## src/hdl/pfe_pkg.sv

```systemverilog
// Shared constants, op codes and types for the palette fade engine.
package pfe_pkg;

    localparam int PAL_SIZE    = 256;
    localparam int IDX_W       = $clog2(PAL_SIZE);
    localparam int CNT_W       = $clog2(PAL_SIZE + 1);
    localparam int INDEX_W     = 8;
    localparam int CHAN_W      = 8;
    localparam int NUM_CHAN    = 3;
    localparam int COLOR_W     = CHAN_W * NUM_CHAN;
    localparam int WIDTH_W     = 13;
    localparam int COORD_W     = 12;
    localparam int ADDR_W      = 26;
    localparam int PIX_SHIFT   = 2;
    localparam int LIN_W       = ADDR_W - PIX_SHIFT;
    localparam int OP_W        = 3;
    localparam int MAX_WIDTH   = 4096;
    localparam int WIDTH_RESET = 640;

    localparam logic [OP_W-1:0] OP_SET       = 3'd0;
    localparam logic [OP_W-1:0] OP_SET_TGT   = 3'd1;
    localparam logic [OP_W-1:0] OP_FADE_TGT  = 3'd2;
    localparam logic [OP_W-1:0] OP_FADE_BLK  = 3'd3;
    localparam logic [OP_W-1:0] OP_READ      = 3'd4;
    localparam logic [OP_W-1:0] OP_PIXEL     = 3'd5;

    typedef logic [COLOR_W-1:0] t_color;

    typedef struct packed {
        t_color cur;
        t_color goal;
    } t_step_req;

    typedef struct packed {
        t_color nxt;
        logic   changed;
    } t_step_rsp;

endpackage

```

## src/hdl/pfe_step_unit.sv

```systemverilog
// Fade step unit: moves each channel of one entry a single count toward its goal.
module pfe_step_unit
    import pfe_pkg::*;
(
    input  t_step_req i_req,
    output t_step_rsp o_rsp
);

    always_comb begin
        logic [CHAN_W-1:0] c;
        logic [CHAN_W-1:0] g;
        o_rsp.nxt     = '0;
        o_rsp.changed = 1'b0;
        for (int k = 0; k < NUM_CHAN; k++) begin
            c = i_req.cur[k*CHAN_W +: CHAN_W];
            g = i_req.goal[k*CHAN_W +: CHAN_W];
            if (c > g) begin
                c             = c - CHAN_W'(1);
                o_rsp.changed = 1'b1;
            end else if (c < g) begin
                c             = c + CHAN_W'(1);
                o_rsp.changed = 1'b1;
            end
            o_rsp.nxt[k*CHAN_W +: CHAN_W] = c;
        end
    end

endmodule

```

## config.mk

```make
export PLATFORM = sky130hd
export DESIGN_NAME = pfe_step_unit
export DESIGN_NICKNAME = d
export VERILOG_FILES = /design/src/hdl/pfe_pkg.sv /design/src/hdl/pfe_step_unit.sv
export SDC_FILE = /design/constraint.sdc
export NUM_CORES = 1
export LEC_CHECK = 0
export ABC_AREA = 1
export ABC_CLOCK_PERIOD_IN_PS = 1700
export BUFFER_PORTS_ARGS = -buffer_cell sky130_fd_sc_hd__clkbuf_2
export CAP_MARGIN = 0
export CORE_ASPECT_RATIO = 1.4
export CORE_MARGIN = 1.5
export CORE_UTILIZATION = 50
export DETAILED_ROUTE_END_ITERATION = 7
export PLACE_DENSITY = 0.87
export SLEW_MARGIN = 25
export SYNTH_ARGS = -nofsm -noshare
export SYNTH_HDL_FRONTEND = slang
export SYNTH_SLANG_ARGS = --single-unit
```

## constraint.sdc

```tcl
create_clock -name vclk -period 1.7
set_input_delay 0.085 -clock vclk [all_inputs]
set_output_delay 0.085 -clock vclk [all_outputs]
set_load 0.01 [all_outputs]
```

==> results of run 1 <==
-- worst max-delay path, stage by stage --
cell                       delay (ns)
sky130_fd_sc_hd__clkbuf_2        0.12
sky130_fd_sc_hd__ha_1            0.30
sky130_fd_sc_hd__a21o_1          0.24
sky130_fd_sc_hd__nor2_8          0.18
sky130_fd_sc_hd__nand2_4         0.15
sky130_fd_sc_hd__nand2_1         0.19
sky130_fd_sc_hd__nand2_1         0.08
sky130_fd_sc_hd__nand2_1         0.06
sky130_fd_sc_hd__clkbuf_2        0.12
-- layout make-up --
cell class | instances | area, sq um
multi-input cells | 335 | 1900
fillers | 403 | 1490
repair buffers | 92 | 533
inverters | 63 | 236
well taps | 60 | 75.1
-- final timing paths --
check	startpoint	end	slack (ns)	depth (start not counted)
worst max-delay path	i_req[47]	o_rsp[23]	0.08	9
worst min-delay path	i_req[40]	o_rsp[17]	0.51	4
-- power groups by stage --
stage,Sequential [mW],Clock (mW),Combinational (mW)
3_5_place_dp,0,0,0.846
4_1_cts,0,0,0.850
5_1_grt,0,0,0.983
2_1_floorplan,0,0,0.567
3_3_place_gp,0,0,0.822
6_report,0,0,0.862
-- cell usage in the layout, fill, tap and decap left out, types with 4 or more instances in the layout --
cell type / count
sky130_fd_sc_hd__a21oi_1: 5
sky130_fd_sc_hd__buf_4: 17
sky130_fd_sc_hd__clkbuf_2: 73
sky130_fd_sc_hd__ha_1: 29
sky130_fd_sc_hd__inv_1: 60
sky130_fd_sc_hd__nand2_1: 150
sky130_fd_sc_hd__nand2_2: 11
sky130_fd_sc_hd__nand2_4: 4
sky130_fd_sc_hd__nand3_1: 62
sky130_fd_sc_hd__nor2_1: 22
sky130_fd_sc_hd__nor2_2: 5
sky130_fd_sc_hd__o21ai_0: 8
sky130_fd_sc_hd__xor2_1: 24
-- routing by layer --
| layer | global-route usage [%] | share of wire (%) |
|---|---|---|
| met1 | 25.7 | 39 |
| met2 | 48.7 | 54 |
| met3 | 1.42 | 4.3 |
| met4 | 6.59 | 1.9 |
| met5 | 0 | 0 |
-- metrics by stage --
| step | std cells | TNS (ns) | cell area, sq um |
|---|---|---|---|
| 3_5_place_dp | 549 | 0 | 2710 |
| 3_3_place_gp | 549 | 0 | 2710 |
| 6_report | 550 | 0 | 2750 |
| 2_1_floorplan | 407 | 0 | 2200 |
| 5_1_grt | 550 | -0.280 | 2750 |
| 4_1_cts | 549 | 0 | 2710 |
-- repair_timing --
action,4_1_cts,5_1_grt
hold buffers,0,0
gates resized for setup,0,3
endpoints found under the setup margin,0,11
setup buffers,0,1
-- cells by family after synthesis --
kind of cell,count (synthesis)
AND/OR/NAND/NOR,264
buffers and inverters,72
adder cells (fa/ha/maj),30
XOR/XNOR,24
AO/OA/AOI/OAI,17
==> summary.txt, run 1 <==
result of the run -> complete, no violations
class of the tightest hold or removal check -> in2out
area share of the largest cell type after synthesis -> 25.8%
syn nets -> 485
library cell occupying the most area in the post-synthesis netlist -> sky130_fd_sc_hd__nand2_1
initial core utilization -> 51.8%
max capacitance violation total -> 0
part of the total power dissipated in the clock network -> 0%
sequential standard cell area -> 0 sq um
n_diodes -> 0
post-layout minimum cycle time -> 1.62 ns
netlist area before placement -> 2200 sq um
violation count after the first detailed-routing iteration -> 128
die outline area -> 4810 sq um
Vias per Instance -> 4.90
proportion of layout cells with a drive suffix above 1 -> 25.3%
Worst-Margin Slew -> 0.273 ns
combinational cell fraction of total power -> 100.0%
fraction of power consumed by sequential logic -> 0%
final RePlAce weighted congestion -> 0.974
Power Total -> 0.862 mW
static leakage -> 1.76 nW
worst path required time -> 1.62 ns
adder-cell share of the synthesized area -> 17.1%
number of instances in the synthesized netlist -> 407
I/O pin count -> 73
Peak supply drop -> 197 uV
drt pass-1 iters -> 4
total half-perimeter wirelength after legalization and detailed placement -> 4810 um
portion of netlist area occupied by mux cells -> 0%
kind of end point of the critical path -> output port
xor and xnor fraction of the mapped netlist area -> 9.57%
Std-Cell Rows -> 28
data arrival at the endpoint of the critical path -> 1.54 ns
largest family of logic cells by synthesized area -> simple AND/OR/NAND/NOR gates
power per cell area -> 314 nW/um^2
IO buf count -> 73
largest cells by area after synthesis -> sky130_fd_sc_hd__nand2_1 (26%), sky130_fd_sc_hd__ha_1 (17%), sky130_fd_sc_hd__nand3_1 (14%), sky130_fd_sc_hd__inv_1 (10%), sky130_fd_sc_hd__xor2_1 (9.6%)
number of distinct library cells after synthesis -> 24
area added between synthesis and finish -> 25.0%
total setup violations reported at the end of the flow -> 0
average wire per cell in the routed design -> 10.0 um
Final Max Tran Viols -> 0
aggregate routed wire length -> 5520 um
residual DRC count -> 0
category of the critical setup timing path -> in2out
Final #Nets -> 570
width of the chip -> 59.0 um
number of global-route vias before repair -> 2544
top cells by instance count after synthesis -> sky130_fd_sc_hd__nand2_1 (151), sky130_fd_sc_hd__nand3_1 (62), sky130_fd_sc_hd__inv_1 (61)
CLK BUF -> 0
most repeated cell in the gate-level netlist after synthesis -> sky130_fd_sc_hd__nand2_1
Floorplan Core Area -> 4240 sq um
Max Clock Freq -> 616 MHz
internal power -> 0.358 mW
share of the cycle needed by the critical path after routing -> 95.5%
switching part of the total -> 58.4%
startpoint kind of the worst setup timing path -> primary input
initial antenna violation count -> 0
unrepaired setup endpoints after global routing -> true
antenna violation net count after detailed routing -> 0
overall routing resource usage -> 24.0%
Slew HR -> 81.7%
Seq/Total Area, Yosys -> 0%
Fin. Hold Viols -> 0
final hold slack -> 0.512 ns
count of yosys warnings during synthesis -> 0
die span in y -> 81.4 um
FFs & Latches -> 0
share of the synthesized area in compound gates (AO/OA/AOI/OAI) -> 4.38%
DP Worst Slack -> 0.0854 ns
Simple-Gate Fraction of Synth Area -> 54.8%
crit-path max FO -> 15
Mean Syn Cell Area -> 5.40 sq um
remaining global-route overflow -> 0
pin count of the biggest net entering global routing -> 18
Switch Pwr -> 0.503 mW
via count -> 2696
Final WS setup -> 0.0773 ns
core occupancy in the finished layout -> 64.8%
global-route wire length before repair -> 9640 um
Note: power is estimated with default switching activity, not from simulation.
==> inputs of run 2 (changes only) <==
PLACE_DENSITY = not set   (was 0.87)
PLACE_DENSITY_LB_ADDON = 0.2   (was not set)
==> run 2 against run 1 <==
  * Cell count increased by 0.18%
  * Utilization decreased by 0.21 points
  * Non-clock buffer count increased by 1
  * Worst setup slack improved by 0.061 ns
  * Critical path depth unchanged
  * Cell area decreased by 0.32%
  * Global-route usage is 0.48 points lower
  * Hold slack better by 0.025 ns
  * Via count grew 1.2%
  * Critical endpoint unchanged
  * Largest cell class unchanged
==> summary.txt, run 2 (same netlist as run 1, synthesis figures left out) <==
final hold slack -> 0.537 ns (+0.0255 ns)
Floorplan Core Area -> 4240 sq um (unchanged)
die outline area -> 4810 sq um (unchanged)
combinational cell fraction of total power -> 100.0% (about the same)
I/O pin count -> 73 (unchanged)
initial antenna violation count -> 0 (unchanged)
Final Max Tran Viols -> 0 (unchanged)
drt pass-1 iters -> 4 (unchanged)
width of the chip -> 59.0 um (unchanged)
number of global-route vias before repair -> 2407 (-5.4%)
most frequent standard cell in the layout excluding fill and tap cells -> sky130_fd_sc_hd__nand2_1
average wire per cell in the routed design -> 9.81 um (-2.3%)
share of the cycle needed by the critical path after routing -> 91.8% (-3.6 points)
crit-path max FO -> 15 (unchanged)
unrepaired setup endpoints after global routing -> false
Final #Nets -> 571 (+0.18%)
power per cell area -> 308 nW/um^2 (-1.7%)
die span in y -> 81.4 um (unchanged)
via count -> 2728 (+1.2%)
Switch Pwr -> 0.503 mW (-0.16%)
residual DRC count -> 0 (unchanged)
Max Clock Freq -> 640 MHz (+3.9%)
proportion of layout cells with a drive suffix above 1 -> 25.7% (+0.36 points)
post-route cell area -> 2740 sq um (-0.32%)
Placement Cell Area -> 2710 sq um (about the same)
fraction of power consumed by sequential logic -> 0% (unchanged)
commonest cells after routing, fill and taps aside -> sky130_fd_sc_hd__nand2_1 (148), sky130_fd_sc_hd__clkbuf_2 (73), sky130_fd_sc_hd__nand3_1 (62)
Worst-Margin Slew -> 0.273 ns (-0.000115 ns)
startpoint kind of the worst setup timing path -> primary input
DP Worst Slack -> 0.0638 ns (-0.0216 ns)
Peak supply drop -> 160 uV (-19%)
area occupied by multi-input gates -> 1910 sq um (+0.46%)
worst-path cell chain -> clkbuf_2, ha_1, a21o_1, nor2_8, nand2_8, nand2_2, nand2_1, nand2_1, clkbuf_2
Fin. Hold Viols -> 0 (unchanged)
Power Total -> 0.844 mW (-2.1%)
internal power -> 0.341 mW (-4.7%)
core occupancy in the finished layout -> 64.6% (-0.21 points)
Slew HR -> 81.7% (about the same)
sequential standard cell area -> 0 sq um (unchanged)
number of cells in the finished layout apart from fillers -> 551 (+0.18%)
IO buf count -> 73 (unchanged)
remaining global-route overflow -> 0 (unchanged)
violation count after the first detailed-routing iteration -> 111 (-13%)
Post CTS Setup Buffer Count -> 0 (unchanged)
Final WS setup -> 0.139 ns (+0.0614 ns)
switching part of the total -> 59.5% (+1.1 points)
global-route wire length before repair -> 9530 um (-1.2%)
static leakage -> 1.76 nW (about the same)
overall routing resource usage -> 23.5% (-0.48 points)
class of the tightest hold or removal check -> in2out
max capacitance violation total -> 0 (unchanged)
initial core utilization -> 51.8% (unchanged)
aggregate routed wire length -> 5410 um (-2.2%)
Vias per Instance -> 4.95 (+1.0%)
area added between synthesis and finish -> 24.6%
placed cell count -> 551 (+0.36%)
pin count of the biggest net entering global routing -> 18 (unchanged)
total half-perimeter wirelength after legalization and detailed placement -> 4680 um (-2.7%)
number of filler cells placed in the layout -> 414 (+2.7%)
part of the total power dissipated in the clock network -> 0% (unchanged)
FFs & Latches -> 0 (unchanged)
category of the critical setup timing path -> in2out
antenna violation net count after detailed routing -> 0 (unchanged)
final RePlAce weighted congestion -> 0.898 (-7.8%)
result of the run -> complete, no violations
worst path required time -> 1.62 ns (about the same)
final setup TNS -> 0 ns (unchanged)
data arrival at the endpoint of the critical path -> 1.48 ns (-0.06 ns)
kind of end point of the critical path -> output port
post-layout minimum cycle time -> 1.56 ns (-0.0614 ns)
stage delay of the slowest cell on the critical path -> 0.31 ns (about the same)
CLK BUF -> 0 (unchanged)
n_diodes -> 0 (unchanged)
Std-Cell Rows -> 28 (unchanged)
total setup violations reported at the end of the flow -> 0 (unchanged)
slowest cell on the critical path -> sky130_fd_sc_hd__ha_1
## run 2: changes by cell type in the layout (fill, tap and decap cells not counted), sizes merged
cell and delta:
buf +1
## run 2: worst paths after layout
kind | from | endpoint | slack (ns) | cells after the start
hold / removal | i_req[32] | o_rsp[9] | 0.54 | 4
setup / recovery | i_req[47] | o_rsp[23] | 0.14 | 9
## run 2: what timing repair did
item	in CTS	in global routing
hold buffers	0	0
resized for setup	0	6
endpoints found under the setup margin	0	16
endpoints found under the hold margin	0	0
## run 2: final cells by class
| type | count | share of cell area (%) |
|---|---|---|
| multi-input combinational | 335 | 69.8 |
| timing repair buffer | 93 | 18.8 |
| tap | 60 | 2.74 |
| inverter | 63 | 8.64 |
## run 2: power groups by stage
stage | clock [mW] | combinational [mW] | sequential, mW
after detailed placement | 0 | 0.833 | 0
after floorplan | 0 | 0.567 | 0
after global routing | 0 | 0.960 | 0
after global placement | 0 | 0.821 | 0
after CTS | 0 | 0.836 | 0
final | 0 | 0.844 | 0
## run 2: layer usage
layer  track usage, %  part of all wire, %  up-vias
li1                 -                    -     1445
met1             29.6                   43     1188
met2             44.3                   52       89
met3                0                  5.1        6
met4             4.55                 0.74        0
met5                0                    0        -
## run 2: critical path, delay by kind of cell
family                   cells  cell delay, ns
buffers and inverters        2            0.25
adder cells (fa/ha/maj)      1            0.31
AND/OR/NAND/NOR              5            0.59
AO/OA/AOI/OAI                1            0.24
==> inputs of run 3 (changes only) <==
ABC_CLOCK_PERIOD_IN_PS = 1600   (was 1700)
clock period = 1.6 ns   (was 1.7 ns; I/O delays follow)
==> run 3 against run 2 <==
  * Critical endpoint is now o_rsp[13]
  * Largest cell class unchanged
  * Sequential share of layout area unchanged
  * Non-clock buffer count up 12
  * Wire length up 6.0%
  * Utilization up 3.9 points
  * Via count up 0.51%
  * Total power up 14%
  * Global-route usage up 0.61 points
  * First-iteration DRC count down 11%
  * Combinational power up 14%
==> summary.txt, run 3 (same netlist as run 1, synthesis figures left out) <==
result of the run -> complete, no violations
category of the critical setup timing path -> in2out
Final Max Tran Viols -> 0 (unchanged)
proportion of layout cells with a drive suffix above 1 -> 28.6% (+3.0 points)
Peak supply drop -> 219 uV (+37%)
Placement Cell Area -> 2820 sq um (+3.8%)
hold buffer count at cts -> 0 (unchanged)
number of filler cells placed in the layout -> 394 (-4.8%)
Floorplan Core Area -> 4240 sq um (unchanged)
overall routing resource usage -> 24.1% (+0.61 points)
power per cell area -> 332 nW/um^2 (+7.7%)
final RePlAce weighted congestion -> 0.893 (-0.57%)
data arrival at the endpoint of the critical path -> 1.42 ns (-0.06 ns)
worst path required time -> 1.52 ns (-0.10 ns)
stage delay of the slowest cell on the critical path -> 0.27 ns (-0.04 ns)
total half-perimeter wirelength after legalization and detailed placement -> 4870 um (+4.1%)
Std-Cell Rows -> 28 (unchanged)
Max Clock Freq -> 666 MHz
most used cell along the critical path -> sky130_fd_sc_hd__nand2_1
capturing element of the worst setup path -> o_rsp[13]
final setup TNS -> 0 ns (unchanged)
Slew HR -> 81.9% (+0.18 points)
I/O pin count -> 73 (unchanged)
kind of end point of the critical path -> output port
buffers and inverters on the worst path -> 4 (+2)
global-route wire length before repair -> 9710 um (+1.9%)
number of global-route vias before repair -> 2443 (+1.5%)
Post CTS Setup Buffer Count -> 0 (unchanged)
Power Total -> 0.965 mW (+14%)
Worst-Margin Slew -> 0.270 ns (-0.00275 ns)
crit-path max FO -> 9 (-6)
width of the chip -> 59.0 um (unchanged)
commonest cells after routing, fill and taps aside -> sky130_fd_sc_hd__nand2_1 (147), sky130_fd_sc_hd__clkbuf_2 (73), sky130_fd_sc_hd__nand3_1 (62)
core occupancy in the finished layout -> 68.5% (+3.9 points)
Fin. Hold Viols -> 0 (unchanged)
static leakage -> 1.83 nW (+3.6%)
worst setup path startpoint -> i_req[13]
die span in y -> 81.4 um (unchanged)
aggregate routed wire length -> 5730 um (+6.0%)
drt pass-1 iters -> 4 (unchanged)
IO buf count -> 73 (unchanged)
Critical Path Stages -> 13 (+4)
CLK BUF -> 0 (unchanged)
class of the tightest hold or removal check -> in2out
violation count after the first detailed-routing iteration -> 99 (-11%)
post-route cell area -> 2900 sq um (+6.1%)
post-layout minimum cycle time -> 1.50 ns
remaining global-route overflow -> 0 (unchanged)
Final #Nets -> 583 (+2.1%)
worst-path cell chain -> clkbuf_2, inv_1, ha_4, nand2_1, nor2_4, nand2_2, nand2_4, buf_12, nand2_1, nand2_1, nand2_1, nand2_1, clkbuf_2
initial antenna violation count -> 0 (unchanged)
share of the cycle needed by the critical path after routing -> 93.9%
n_diodes -> 0 (unchanged)
sequential standard cell area -> 0 sq um (unchanged)
total setup violations reported at the end of the flow -> 0 (unchanged)
residual DRC count -> 0 (unchanged)
most frequent standard cell in the layout excluding fill and tap cells -> sky130_fd_sc_hd__nand2_1
slowest cell on the critical path -> sky130_fd_sc_hd__ha_4
Top Family by Delay on Critical Path -> simple AND/OR/NAND/NOR gates
Vias per Instance -> 4.87 (-1.6%)
pin count of the biggest net entering global routing -> 18 (unchanged)
max capacitance violation total -> 0 (unchanged)
initial core utilization -> 51.8% (unchanged)
startpoint kind of the worst setup timing path -> primary input
final hold slack -> 0.521 ns (-0.0166 ns)
FFs & Latches -> 0 (unchanged)
area added between synthesis and finish -> 32.2%
area occupied by multi-input gates -> 1960 sq um (+2.8%)
via count -> 2742 (+0.51%)
hold path start -> i_req[40]
antenna violation net count after detailed routing -> 0 (unchanged)
average wire per cell in the routed design -> 10.2 um (+3.7%)
die outline area -> 4810 sq um (unchanged)
## run 3: stage by stage
step	instances	worst slack (ns)
after floorplan	407	0.294
after global placement	563	0.0970
after detailed placement	563	0.0179
after CTS	563	0.0134
after global routing	563	-0.00621
final	563	0.0979
## run 3: worst min-delay path by stage
stage | endpoint | slack [ns] | cells past startpoint
final | o_rsp[17] | 0.52 | 4
after global routing | o_rsp[17] | 0.54 | 4
after CTS | o_rsp[17] | 0.52 | 4
after detailed placement | o_rsp[17] | 0.52 | 4
after global placement | o_rsp[17] | 0.53 | 4
after floorplan | o_rsp[17] | 0.28 | 2
## run 3: timing repair
| item | 4_1_cts | 5_1_grt |
|---|---|---|
| endpoints found under the hold margin | 0 | 0 |
| resized for setup | 0 | 18 |
| setup endpoints to repair | 0 | 22 |
## run 3: final cells by class
type                            count  area share [%]
Inverter                           63            8.14
Multi-Input combinational cell    335            67.6
Tap cell                           60            2.59
Timing Repair Buffer              105            21.7
## run 3: layer usage
metal	part of all wire (%)	vias to the layer above	track usage, %
met1	44	1209	29.7
met3	3.1	2	0.472
met4	0.23	0	2.05
met2	53	60	47.2
li1	-	1471	-
met5	0	-	0
## run 3: power breakdown
group | internal (mW) | total, mW | switching (mW)
Sequential | 0 | 0 | 0
Clock | 0 | 0 | 0
Combinational | 0.408 | 0.965 | 0.556
Total | 0.408 | 0.965 | 0.556
